`src/hdl/rbi_pkg.sv`:
```
package rbi_pkg;

   localparam int AXES = 3;
   localparam int CSR_INDEX_BITS = 3;

   typedef enum logic [CSR_INDEX_BITS-1:0] {
      CSR_INV_DIR_X = 3'd0,
      CSR_INV_DIR_Y = 3'd1,
      CSR_INV_DIR_Z = 3'd2,
      CSR_DIR_X     = 3'd3,
      CSR_DIR_Y     = 3'd4,
      CSR_DIR_Z     = 3'd5
   } csr_index_type;

   // hit sits in bit 0, starts_inside in bit 1
   typedef struct packed {
      logic starts_inside;
      logic hit;
   } result_flags_type;

endpackage

```
`src/hdl/rbi_csr.sv`:
```
module rbi_csr
   import rbi_pkg::*;
#(
   parameter int COORD_BITS = 32
) (
   input  logic                         clock,
   input  logic                         reset,
   input  logic                         csr_wr_en,
   input  logic [CSR_INDEX_BITS-1:0]    csr_index,
   input  logic [COORD_BITS-1:0]        csr_wdata,
   output logic signed [COORD_BITS-1:0] inv_dir [AXES],
   output logic signed [COORD_BITS-1:0] dir [AXES]
);

   logic signed [COORD_BITS-1:0] inv_dir_ff [AXES];
   logic signed [COORD_BITS-1:0] dir_ff [AXES];

   always_ff @(posedge clock) begin
      if (reset) begin
         for (int i = 0; i < AXES; i++) begin
            inv_dir_ff[i] <= '0;
            dir_ff[i]     <= '0;
         end
      end else if (csr_wr_en) begin
         unique case (csr_index_type'(csr_index))
            CSR_INV_DIR_X: inv_dir_ff[0] <= csr_wdata;
            CSR_INV_DIR_Y: inv_dir_ff[1] <= csr_wdata;
            CSR_INV_DIR_Z: inv_dir_ff[2] <= csr_wdata;
            CSR_DIR_X:     dir_ff[0]     <= csr_wdata;
            CSR_DIR_Y:     dir_ff[1]     <= csr_wdata;
            CSR_DIR_Z:     dir_ff[2]     <= csr_wdata;
            default: ;
         endcase
      end
   end

   assign inv_dir = inv_dir_ff;
   assign dir     = dir_ff;

endmodule

```
`config.mk`:
```
export PLATFORM = sky130hd
export DESIGN_NAME = rbi_csr
export DESIGN_NICKNAME = d
export VERILOG_FILES = /design/src/hdl/rbi_pkg.sv /design/src/hdl/rbi_csr.sv
export SDC_FILE = /design/constraint.sdc
export NUM_CORES = 1
export LEC_CHECK = 0
export ABC_CLOCK_PERIOD_IN_PS = 3050
export BUFFER_PORTS_ARGS = -buffer_cell sky130_fd_sc_hd__buf_4
export CAP_MARGIN = 40
export CELL_PAD_IN_SITES_DETAIL_PLACEMENT = 1
export CELL_PAD_IN_SITES_GLOBAL_PLACEMENT = 2
export CORE_ASPECT_RATIO = 0.7
export CORE_MARGIN = 5
export CORE_UTILIZATION = 34
export DETAILED_ROUTE_END_ITERATION = 6
export PLACE_DENSITY = 0.91
export SLEW_MARGIN = 20
export SYNTH_ARGS = -nofsm -noshare
export SYNTH_HDL_FRONTEND = slang
export SYNTH_SLANG_ARGS = --single-unit
```
`constraint.sdc`:
```
create_clock -name clock -period 3.05 [get_ports clock]
set_clock_uncertainty 0.05 [all_clocks]
set_input_delay 0.1525 -clock clock [delete_from_list [all_inputs] [get_ports clock]]
set_output_delay 0.1525 -clock clock [all_outputs]
set_load 0.03 [all_outputs]
```
==> flow_summary.yaml, run 1 <==
status:
  status: "completed"
worst_setup_path:
  slowest_delay_ns: 0.50
  crit_path_max_fanout: 19
  cpMaxStageDelayCell: "sky130_fd_sc_hd__nand4bb_4"
  critical_path.top_delay_family: "buffers and inverters"
  cp.buffers_inverters: 2
  endpoint_kind: "register"
  criticalPathCategory: "in2reg"
  path_common_cell: "sky130_fd_sc_hd__buf_4"
  crit_path_cell_trace: "buf_4 -> nand4bb_4 -> buf_4 -> mux2i_1"
  worst_ep_required_time_ns: 3.34
  timing.critical_path.from_type: "primary input"
  cp_data_arrival_time_ns: 1.50
detailed_routing:
  post-route-drc-count: 0
  post_drt_wl_per_cell_um: 19.37
  initialDrtViolationCount: 223
  route.vias.total: 5441
  avgViaCountPerCell: 4.658
  firstDrtPassIters: 4
  drt-total-wl_um: 22620
  detail-route-antenna-nets: 0
global_routing:
  vias_in_the_first_global_route: 5852
  grt_start_max_net_pins: 83
  global_route_wire_length_before_repair_um: 34540
  leftover_overflow_at_the_end_of_global_routing: 0
  grt_antenna_before_repair: 0
  global_routing_usage_summed_across_all_routing_layers_pct: 17.64
final_layout:
  fillers: 2393
  synthToLayoutAreaGrowth_pct: 34.31
  insertedDiodeCount: 0
  multi_input_area_um2: 3453
  layout_cells_sized_above_1_pct: 30.81
  regArea_um2: 3844
  finalInstanceArea_um2: 10040
  layout.core_utilization_pct: 46.34
  fin_nets: 912
synthesis:
  ys_dominant_reg_cell: "sky130_fd_sc_hd__dfxtp_1"
  number_of_synthesis_warnings: 0
  postSynthRegisterBits: 192
  syn-mean-instance-area_um2: 11.26
  leading_cell_type_by_number_of_instances_after_synthesis: "sky130_fd_sc_hd__nand2b_1"
  seq_area_frac_synth_pct: 51.40
  post_synth_instance_area_um2: 7478
  synth_top_area_cell: "sky130_fd_sc_hd__dfxtp_1"
  ys_async_sr_fraction_pct: 0
  synth_enable_flop_cells: 0
  yosysUniqueCellTypes: 11
  synth_top_cells_by_area: "sky130_fd_sc_hd__dfxtp_1, sky130_fd_sc_hd__mux2i_1, sky130_fd_sc_hd__nand2b_1"
  netlist_top_cells_count: "sky130_fd_sc_hd__nand2b_1, sky130_fd_sc_hd__dfxtp_1, sky130_fd_sc_hd__mux2i_1"
  synth_cells: 664
  syn_nets: 702
  synth.top_cell.area_share_pct: 51.40
sta:
  period_needed_ns: 1.218
  setup_tns_ns: 0
  drv_slew: 0
  final.period_utilization_pct: 39.92
  fmax_mhz: 821.3
  final_hold_violation_count: 0
  worst_slew_pin_slew_ns: 0.6713
  maxSlewHeadroom_pct: 55.24
  setup_viol: 0
  grt_setup_unrepaired: "false"
floorplanning:
  floorplan.initialDensity_pct: 34.50
  dieArea_um2: 25110
  boundaryPins: 230
  fp-row-count: 45
  fp.dieW_um: 187.3
  core_region_area_um2: 21680
  floorplan.die.height_um: 134.1
placement:
  dp_hpwl_um: 16120
  port_buffers: 229
  gpl.final_weighted_congestion: 0.7153
  postPlaceCellArea_um2: 9502
run:
  maxCapViolCount: 0
power_and_ir_drop:
  power.density_nw_per_um2: 516.8
  worst_ir_drop_vdd_v: 0.0003149
  total_power_mw: 5.192
  power.leakage_nw: 5.056
cts:
  cts-htree-levels: 4
  clock_tree.buffer_depth: 2
  ctsHoldBuffers: 0
  cts_sink_count: 192
  clk_root_buffer_cell: "sky130_fd_sc_hd__clkbuf_16"
  worst_setup_hold_path_clk_slew_ns: 0.07
  cts_setup_buffers: 0
  clk_latency_ns: 0.42
  tritoncts: "yes"
  cts_made_buffers: 17
  cts_repair_resize_count: 0
worst_hold_path:
  worst_hold_path_type: "in2reg"
==> flip-flops by register name, summed over array words and instances, names as in the netlist <==
| signal | cells |
|---|---|
| inv_dir | 96 |
| dir | 96 |
==> power by group <==
| group | leakage [nW] | internal [mW] | switching (mW) |
|---|---|---|---|
| Sequential | 1.55 | 2.56 | 0.0333 |
| Clock | 0.263 | 1.13 | 0.956 |
| Combinational | 3.24 | 0.213 | 0.295 |
==> final cells by class <==
cell class / count / share of cell area [%]
Clock inverter: 7 / 0.5107
Multi-Input combinational cell: 424 / 34.38
Clock buffer: 24 / 4.895
Tap cell: 282 / 3.513
Sequential cell: 192 / 38.27
Timing Repair Buffer: 239 / 18.44
==> routing by layer <==
layer / share of wire, % / track usage (%)
met5: 0 / 0
met4: 0.95 / 4.105
met3: 9.9 / 9.469
met2: 46 / 28.37
met1: 43 / 20.94
==> cell families after synthesis <==
| logic type | share of synthesized area [%] |
|---|---|
| DFF | 51.40 |
| muxes | 25.70 |
| buffers and inverters | 3.012 |
| and+or+nand+nor | 19.89 |
==> per-stage QoR <==
step / instances / hold WS [ns] / setup slack (ns)
floorplan: 664 / 0.3602 / 1.717
global placement: 1135 / 0.4093 / 1.386
detailed placement: 1137 / 0.4177 / 1.354
CTS: 1168 / 0.06038 / 1.809
global route: 1168 / 0.08370 / 1.782
finish: 1168 / 0.07209 / 1.832
==> layout by cell type (no fill, tap or decap), drive strengths merged <==
cell / instances
buf: 239
nand2b: 224
mux2i: 192
dfxtp: 192
clkbuf: 24
nand4bb: 3
clkinv: 3
nand4b: 2
inv: 2
clkinvlp: 2
nor4b: 1
and4bb: 1
or4b: 1
==> tightest hold or removal path: cells and delay by family <==
kind / cells / cell delay [ns]
simple gates: 1 / 0.13
buf+inv: 1 / 0.08
mux: 1 / 0.15
==> final timing paths <==
kind,start,endpoint,slack [ns],depth (start not counted)
setup / recovery,csr_index[1],dir[61]$_SDFFE_PP0P_,1.83,4
hold / removal,csr_wdata[11],dir[11]$_SDFFE_PP0P_,0.07,3
setup reg to reg,dir[61]$_SDFFE_PP0P_,dir[61]$_SDFFE_PP0P_,2.31,2
hold reg to reg,inv_dir[48]$_SDFFE_PP0P_,inv_dir[48]$_SDFFE_PP0P_,0.43,2
No activity file was read; power rests on OpenSTA's default activity.
==> run 2: changes to the inputs <==
- ABC_CLOCK_PERIOD_IN_PS: 3050 -> 1200
- CORE_UTILIZATION: 34 -> 32
- PLACE_DENSITY: 0.91 -> 0.87
- clock period: 3.05 -> 1.2 ns (I/O delays scaled with it)
==> run 2 against run 1 <==
Effect of this change:
- total power grew to 2.6 times the previous value
- via count increased by 2.2%
- sequential power rose to 2.5 times the previous value
- non-clock buffer count grew 36
- sequential share of layout area fell by 1.8 points
- combinational power grew to 2.8 times the previous value
- utilization fell by 0.26 points
- critical path depth is 3 lower
- global-route usage decreased by 0.20 points
- largest power group unchanged
- highest routed layer unchanged
==> flow_summary.yaml, run 2 (synthesis results as in run 1) <==
worst_setup_path:
  timing.rr.start: "inv_dir[16]$_SDFFE_PP0P_"
  endpoint_kind: "primary output"
  timing.critical_path.from_type: "register"
  setup.worst_path.start: "dir[15]$_SDFFE_PP0P_"
  cp.buffers_inverters: 1
  cp_num_cells: 1
  worst_ep_required_time_ns: 1.09
  cpMaxStageDelayCell: "sky130_fd_sc_hd__dfxtp_1"
  critical_path.top_delay_family: "flip-flops"
  reg2regPathDepth: 2
  worstReg2RegEnd: "inv_dir[16]$_SDFFE_PP0P_"
  criticalPathCategory: "reg2out"
  crit_path_cell_trace: "buf_4"
  cp_data_arrival_time_ns: 1.02
  r2r_slack_ns: 0.47
  slowest_delay_ns: 0.40
  crit_path_max_fanout: 2
final_layout:
  layout.core_utilization_pct: 46.07
  finalInstanceArea_um2: 10530
  final_cell_count_no_fill: 1235
  final_cell_mix: "sky130_fd_sc_hd__buf_4, sky130_fd_sc_hd__nand2b_1, sky130_fd_sc_hd__mux2i_1, sky130_fd_sc_hd__dfxtp_1, sky130_fd_sc_hd__clkbuf_16"
  layout.cells.most_common: "sky130_fd_sc_hd__buf_4"
  layout_cells_sized_above_1_pct: 32.39
  fillers: 2523
  synthToLayoutAreaGrowth_pct: 40.77
  insertedDiodeCount: 0
  fin_nets: 948
floorplanning:
  boundaryPins: 230
  floorplan.die.height_um: 137.9
  core_region_area_um2: 22850
  fp.dieW_um: 192.7
  fp-row-count: 46
  floorplan.initialDensity_pct: 32.73
  dieArea_um2: 26580
placement:
  port_buffers: 229
  postPlaceCellArea_um2: 9797
  place_inst: 1189
  dp_hpwl_um: 16630
  gpl.final_weighted_congestion: 0.7398
  place_ws_ns: -0.09541
cts:
  cts_repair_resize_count: 0
  tritoncts: "yes"
  clk_latency_ns: 0.44
  worst_setup_hold_path_clk_slew_ns: 0.08
  cts-htree-levels: 4
  clock_tree.buffer_depth: 2
  cts_sink_count: 192
  cts_made_buffers: 17
  clk_root_buffer_cell: "sky130_fd_sc_hd__clkbuf_16"
  cts_setup_buffers: 0
  ctsHoldBuffers: 14
detailed_routing:
  initialDrtViolationCount: 126
  drt-total-wl_um: 23340
  firstDrtPassIters: 4
  post_drt_wl_per_cell_um: 18.90
  post-route-drc-count: 0
  detail-route-antenna-nets: 0
  avgViaCountPerCell: 4.500
  route.vias.total: 5558
global_routing:
  global_route_wire_length_before_repair_um: 35540
  vias_in_the_first_global_route: 6137
  grt_antenna_before_repair: 0
  leftover_overflow_at_the_end_of_global_routing: 0
  grt_start_max_net_pins: 47
  global_routing_usage_summed_across_all_routing_layers_pct: 17.45
sta:
  final.period_utilization_pct: 94.07
  final_hold_violation_count: 0
  worst_slew_pin_slew_ns: 0.3805
  period_needed_ns: 1.129
  drv_slew: 0
  setup_tns_ns: 0
  grt_setup_unrepaired: "false"
  setup_viol: 0
  postLayoutSetupSlackWorst_ns: 0.07111
  fmax_mhz: 885.8
  worst_hold_slack_ns: 0.006534
  maxSlewHeadroom_pct: 74.64
worst_hold_path:
  hold_end: "inv_dir[31]$_SDFFE_PP0P_"
  timing.hold.worst.start: "csr_wdata[31]"
  hold-path-cell-count: 3
  worst_hold_path_type: "in2reg"
run:
  maxCapViolCount: 0
power_and_ir_drop:
  total_power_mw: 13.71
  power.leakage_nw: 5.282
  worst_ir_drop_vdd_v: 0.0008631
  power.density_nw_per_um2: 1302
status:
  status: "completed"
[run 2: cell types whose count changed in the layout (fill, tap and decap cells not counted), sizes merged]
| cell | previous run | this run |
|---|---|---|
| buf | 239 | 261 |
| inv | 2 | 5 |
| clkinv | 3 | 7 |
| dlygate4sd3 | 0 | 14 |
| bufinv | 0 | 1 |
| clkinvlp | 2 | 1 |
| clkbuf | 24 | 18 |
[run 2: area by class of cell]
cell class	instances	area, um^2	share of cell area (%)
sequential	192	3844	36.51
multi-input combinational	424	3453	32.80
timing repair buffer	275	2250	21.37
clock buffer	18	439.2	4.172
tap	312	390.4	3.708
clock inverter	14	151.4	1.438
[run 2: worst reg2reg max path, delay by kind of cell, from the launching register on]
family / cells / cell delay, ns
DFF: 1 / 0.37
muxes: 1 / 0.16
and+or+nand+nor: 1 / 0.08
[run 2: worst max-delay path by stage]
| stage | endpoint |
|---|---|
| final | dir[15] |
| after global routing | dir[15] |
| after CTS | dir[15] |
| after detailed placement | inv_dir[70]$_SDFFE_PP0P_ |
| after global placement | inv_dir[93]$_SDFFE_PP0P_ |
| after floorplan | inv_dir[85]$_SDFFE_PP0P_ |
[run 2: report_power, final]
part | switching, mW | internal [mW]
combinational | 0.773 | 0.628
sequential | 0.0861 | 6.51
clock | 2.71 | 3.00
[run 2: metal layers]
layer	share of wire, %	vias to the layer above	GRT usage, %
li1	-	2688	-
met1	44	2721	21.49
met2	46	135	28.31
met3	8.9	14	7.549
met4	0.87	0	4.276
met5	0	-	0
==> run 3: changes to the inputs <==
- CORE_MARGIN: 5 -> unset
- GPL_TIMING_DRIVEN: unset -> 0
==> run 3 against run 2 <==
Effect of this change:
- the run now ends with negative hold slack left
- global-route usage up 2.5 points
- combinational power fell by 4%
- critical path depth unchanged
- setup slack better by 0.025 ns
- critical path type unchanged
- critical endpoint is now dir[25]
==> flow_summary.yaml, run 3 (synthesis results as in run 1) <==
power_and_ir_drop:
  switching_share_pct: 26.41
  total_power_mw: 13.96
  power.leakage_nw: 5.175
  p_switching_mw: 3.686
  power.density_nw_per_um2: 1353
  combinational_group_share_of_total_power_pct: 9.7
  worst_ir_drop_vdd_v: 0.0009731
  p_seq_share_pct: 47.2
  internal-power_mw: 10.27
  clock_power_share_pct: 43.1
run:
  maxCapViolCount: 0
worst_setup_path:
  cp.buffers_inverters: 1
  worst_ep_required_time_ns: 1.09
  r2r_slack_ns: 0.46
  slowest_delay_ns: 0.38
  cp_data_arrival_time_ns: 0.99
  crit_path_cell_trace: "buf_4"
  crit_path_max_fanout: 2
  critical_path.top_delay_family: "flip-flops"
  criticalPathCategory: "reg2out"
  worstReg2RegEnd: "dir[85]$_SDFFE_PP0P_"
  cpMaxStageDelayCell: "sky130_fd_sc_hd__dfxtp_1"
  timing.rr.start: "dir[85]$_SDFFE_PP0P_"
  reg2regPathDepth: 2
  timing.critical_path.from_type: "register"
  endpoint_kind: "primary output"
floorplanning:
  core_region_area_um2: 22790
  floorplan.die.height_um: 129.9
  fp.dieW_um: 184.7
  floorplan.initialDensity_pct: 32.81
  dieArea_um2: 23990
  fp-row-count: 46
  boundaryPins: 230
final_layout:
  finalInstanceArea_um2: 10310
  insertedDiodeCount: 0
  final_cell_mix: "sky130_fd_sc_hd__buf_4, sky130_fd_sc_hd__nand2b_1, sky130_fd_sc_hd__mux2i_1, sky130_fd_sc_hd__dfxtp_1, sky130_fd_sc_hd__clkbuf_1"
  layout.cells.most_common: "sky130_fd_sc_hd__buf_4"
  fin_nets: 958
  synthToLayoutAreaGrowth_pct: 37.88
  layout_cells_sized_above_1_pct: 30.87
  layout.core_utilization_pct: 45.24
global_routing:
  grt_antenna_before_repair: 1
  global_route_wire_length_before_repair_um: 35490
  global_routing_usage_summed_across_all_routing_layers_pct: 19.95
  vias_in_the_first_global_route: 5850
  grt_start_max_net_pins: 20
  leftover_overflow_at_the_end_of_global_routing: 0
placement:
  place_ws_ns: -0.9914
  gpl.final_weighted_congestion: 0.7298
  port_buffers: 226
  postPlaceCellArea_um2: 9569
  dp_hpwl_um: 17390
sta:
  maxSlewHeadroom_pct: 61.80
  setup_tns_ns: 0
  grt_setup_unrepaired: "false"
  fmax_mhz: 905.9
  setup_viol: 0
  final_hold_violation_count: 1
  drv_slew: 0
  postLayoutSetupSlackWorst_ns: 0.09615
  worst_slew_pin_slew_ns: 0.5730
  period_needed_ns: 1.104
  final.period_utilization_pct: 91.99
  worst_hold_slack_ns: -0.006159
worst_hold_path:
  timing.hold.worst.start: "csr_wdata[3]"
  hold-path-cell-count: 3
  worst_hold_path_type: "in2reg"
  hold_end: "dir[67]$_SDFFE_PP0P_"
detailed_routing:
  post_drt_wl_per_cell_um: 19.25
  drt-total-wl_um: 23960
  post-route-drc-count: 0
  wl_met3_um: 1978
  route.vias.total: 5639
  route.top_layer_used: "met4"
  firstDrtPassIters: 4
  initialDrtViolationCount: 178
  wl_met2_um: 10710
  wirelength_met1_um: 11040
  detail-route-antenna-nets: 0
  avgViaCountPerCell: 4.529
cts:
  cts_made_buffers: 17
  cts-htree-levels: 4
  clock_tree.buffer_depth: 2
  cts_sink_count: 192
  cts_setup_buffers: 0
  clk_root_buffer_cell: "sky130_fd_sc_hd__clkbuf_16"
  tritoncts: "yes"
  clk_latency_ns: 0.43
  worst_setup_hold_path_clk_slew_ns: 0.08
status:
  violations: "negative hold slack"
  status: "finished, violations left"
==> run 3: cell types whose count changed in the layout (fill, tap and decap cells not counted), sizes merged <==
cell,previous run,this run
clkbuf,18,45
buf,261,247
dlygate4sd3,14,11
clkinv,7,5
inv,5,7
bufinv,1,2
clkinvlp,1,0
==> run 3: worst max-delay path by stage <==
stage / start / endpoint / slack [ns] / depth (start not counted)
after detailed placement: reset / dir[16]$_SDFFE_PP0P_ / -0.99 / 5
after global placement: reset / inv_dir[80]$_SDFFE_PP0P_ / -1.07 / 5
after global routing: reset / inv_dir[81]$_SDFFE_PP0P_ / 0.007 / 5
after floorplan: csr_wr_en / inv_dir[85]$_SDFFE_PP0P_ / 0.002 / 5
after CTS: reset / dir[16]$_SDFFE_PP0P_ / 0.05 / 5
final: dir[25]$_SDFFE_PP0P_ / dir[25] / 0.1 / 1
==> run 3: timing repair <==
action | CTS | global route
hold buffers | 10 | 1
gates cloned | 0 | 0
hold endpoints to repair | 32 | 6
resized for setup | 7 | 1
endpoints found under the setup margin | 162 | 1
==> run 3: layout make-up <==
cell class | count | area (um^2)
Fill cell | 2560 | 12480
Sequential cell | 192 | 3844
Clock inverter | 14 | 191.4
Timing Repair Buffer | 237 | 1807
Buffer | 48 | 237.7
Clock buffer | 18 | 429.2
Multi-Input combinational cell | 424 | 3412
Tap cell | 312 | 390.4
==> run 3: power groups by stage <==
stage	Sequential, mW	Combinational (mW)	Clock [mW]
floorplan	7.00	0.508	0
global placement	6.73	1.33	0
global route	6.61	1.44	6.44
CTS	6.59	1.37	6.16
finish	6.59	1.35	6.01
detailed placement	6.74	1.34	0
==> run 3: stage by stage <==
stage	hold slack, ns	std cells
floorplan	0.2677	664
global placement	0.4077	1202
detailed placement	0.4156	1202
CTS	0.0003661	1244
global route	0.01957	1245
finish	-0.006159	1245
==> run 3: metal layers <==
| layer | GRT usage (%) | vias up |
|---|---|---|
| met1 | 25.42 | 2769 |
| met2 | 31.90 | 153 |
| met3 | 7.870 | 14 |
| met4 | 4.327 | 0 |
| li1 | - | 2703 |
| met5 | 0 | - |
==> run 3: worst reg2reg max path: cells and delay by family (launching register included) <==
kind	cells	cell delay [ns]
multiplexers	1	0.17
flip-flops	1	0.37
AND/OR/NAND/NOR	1	0.08
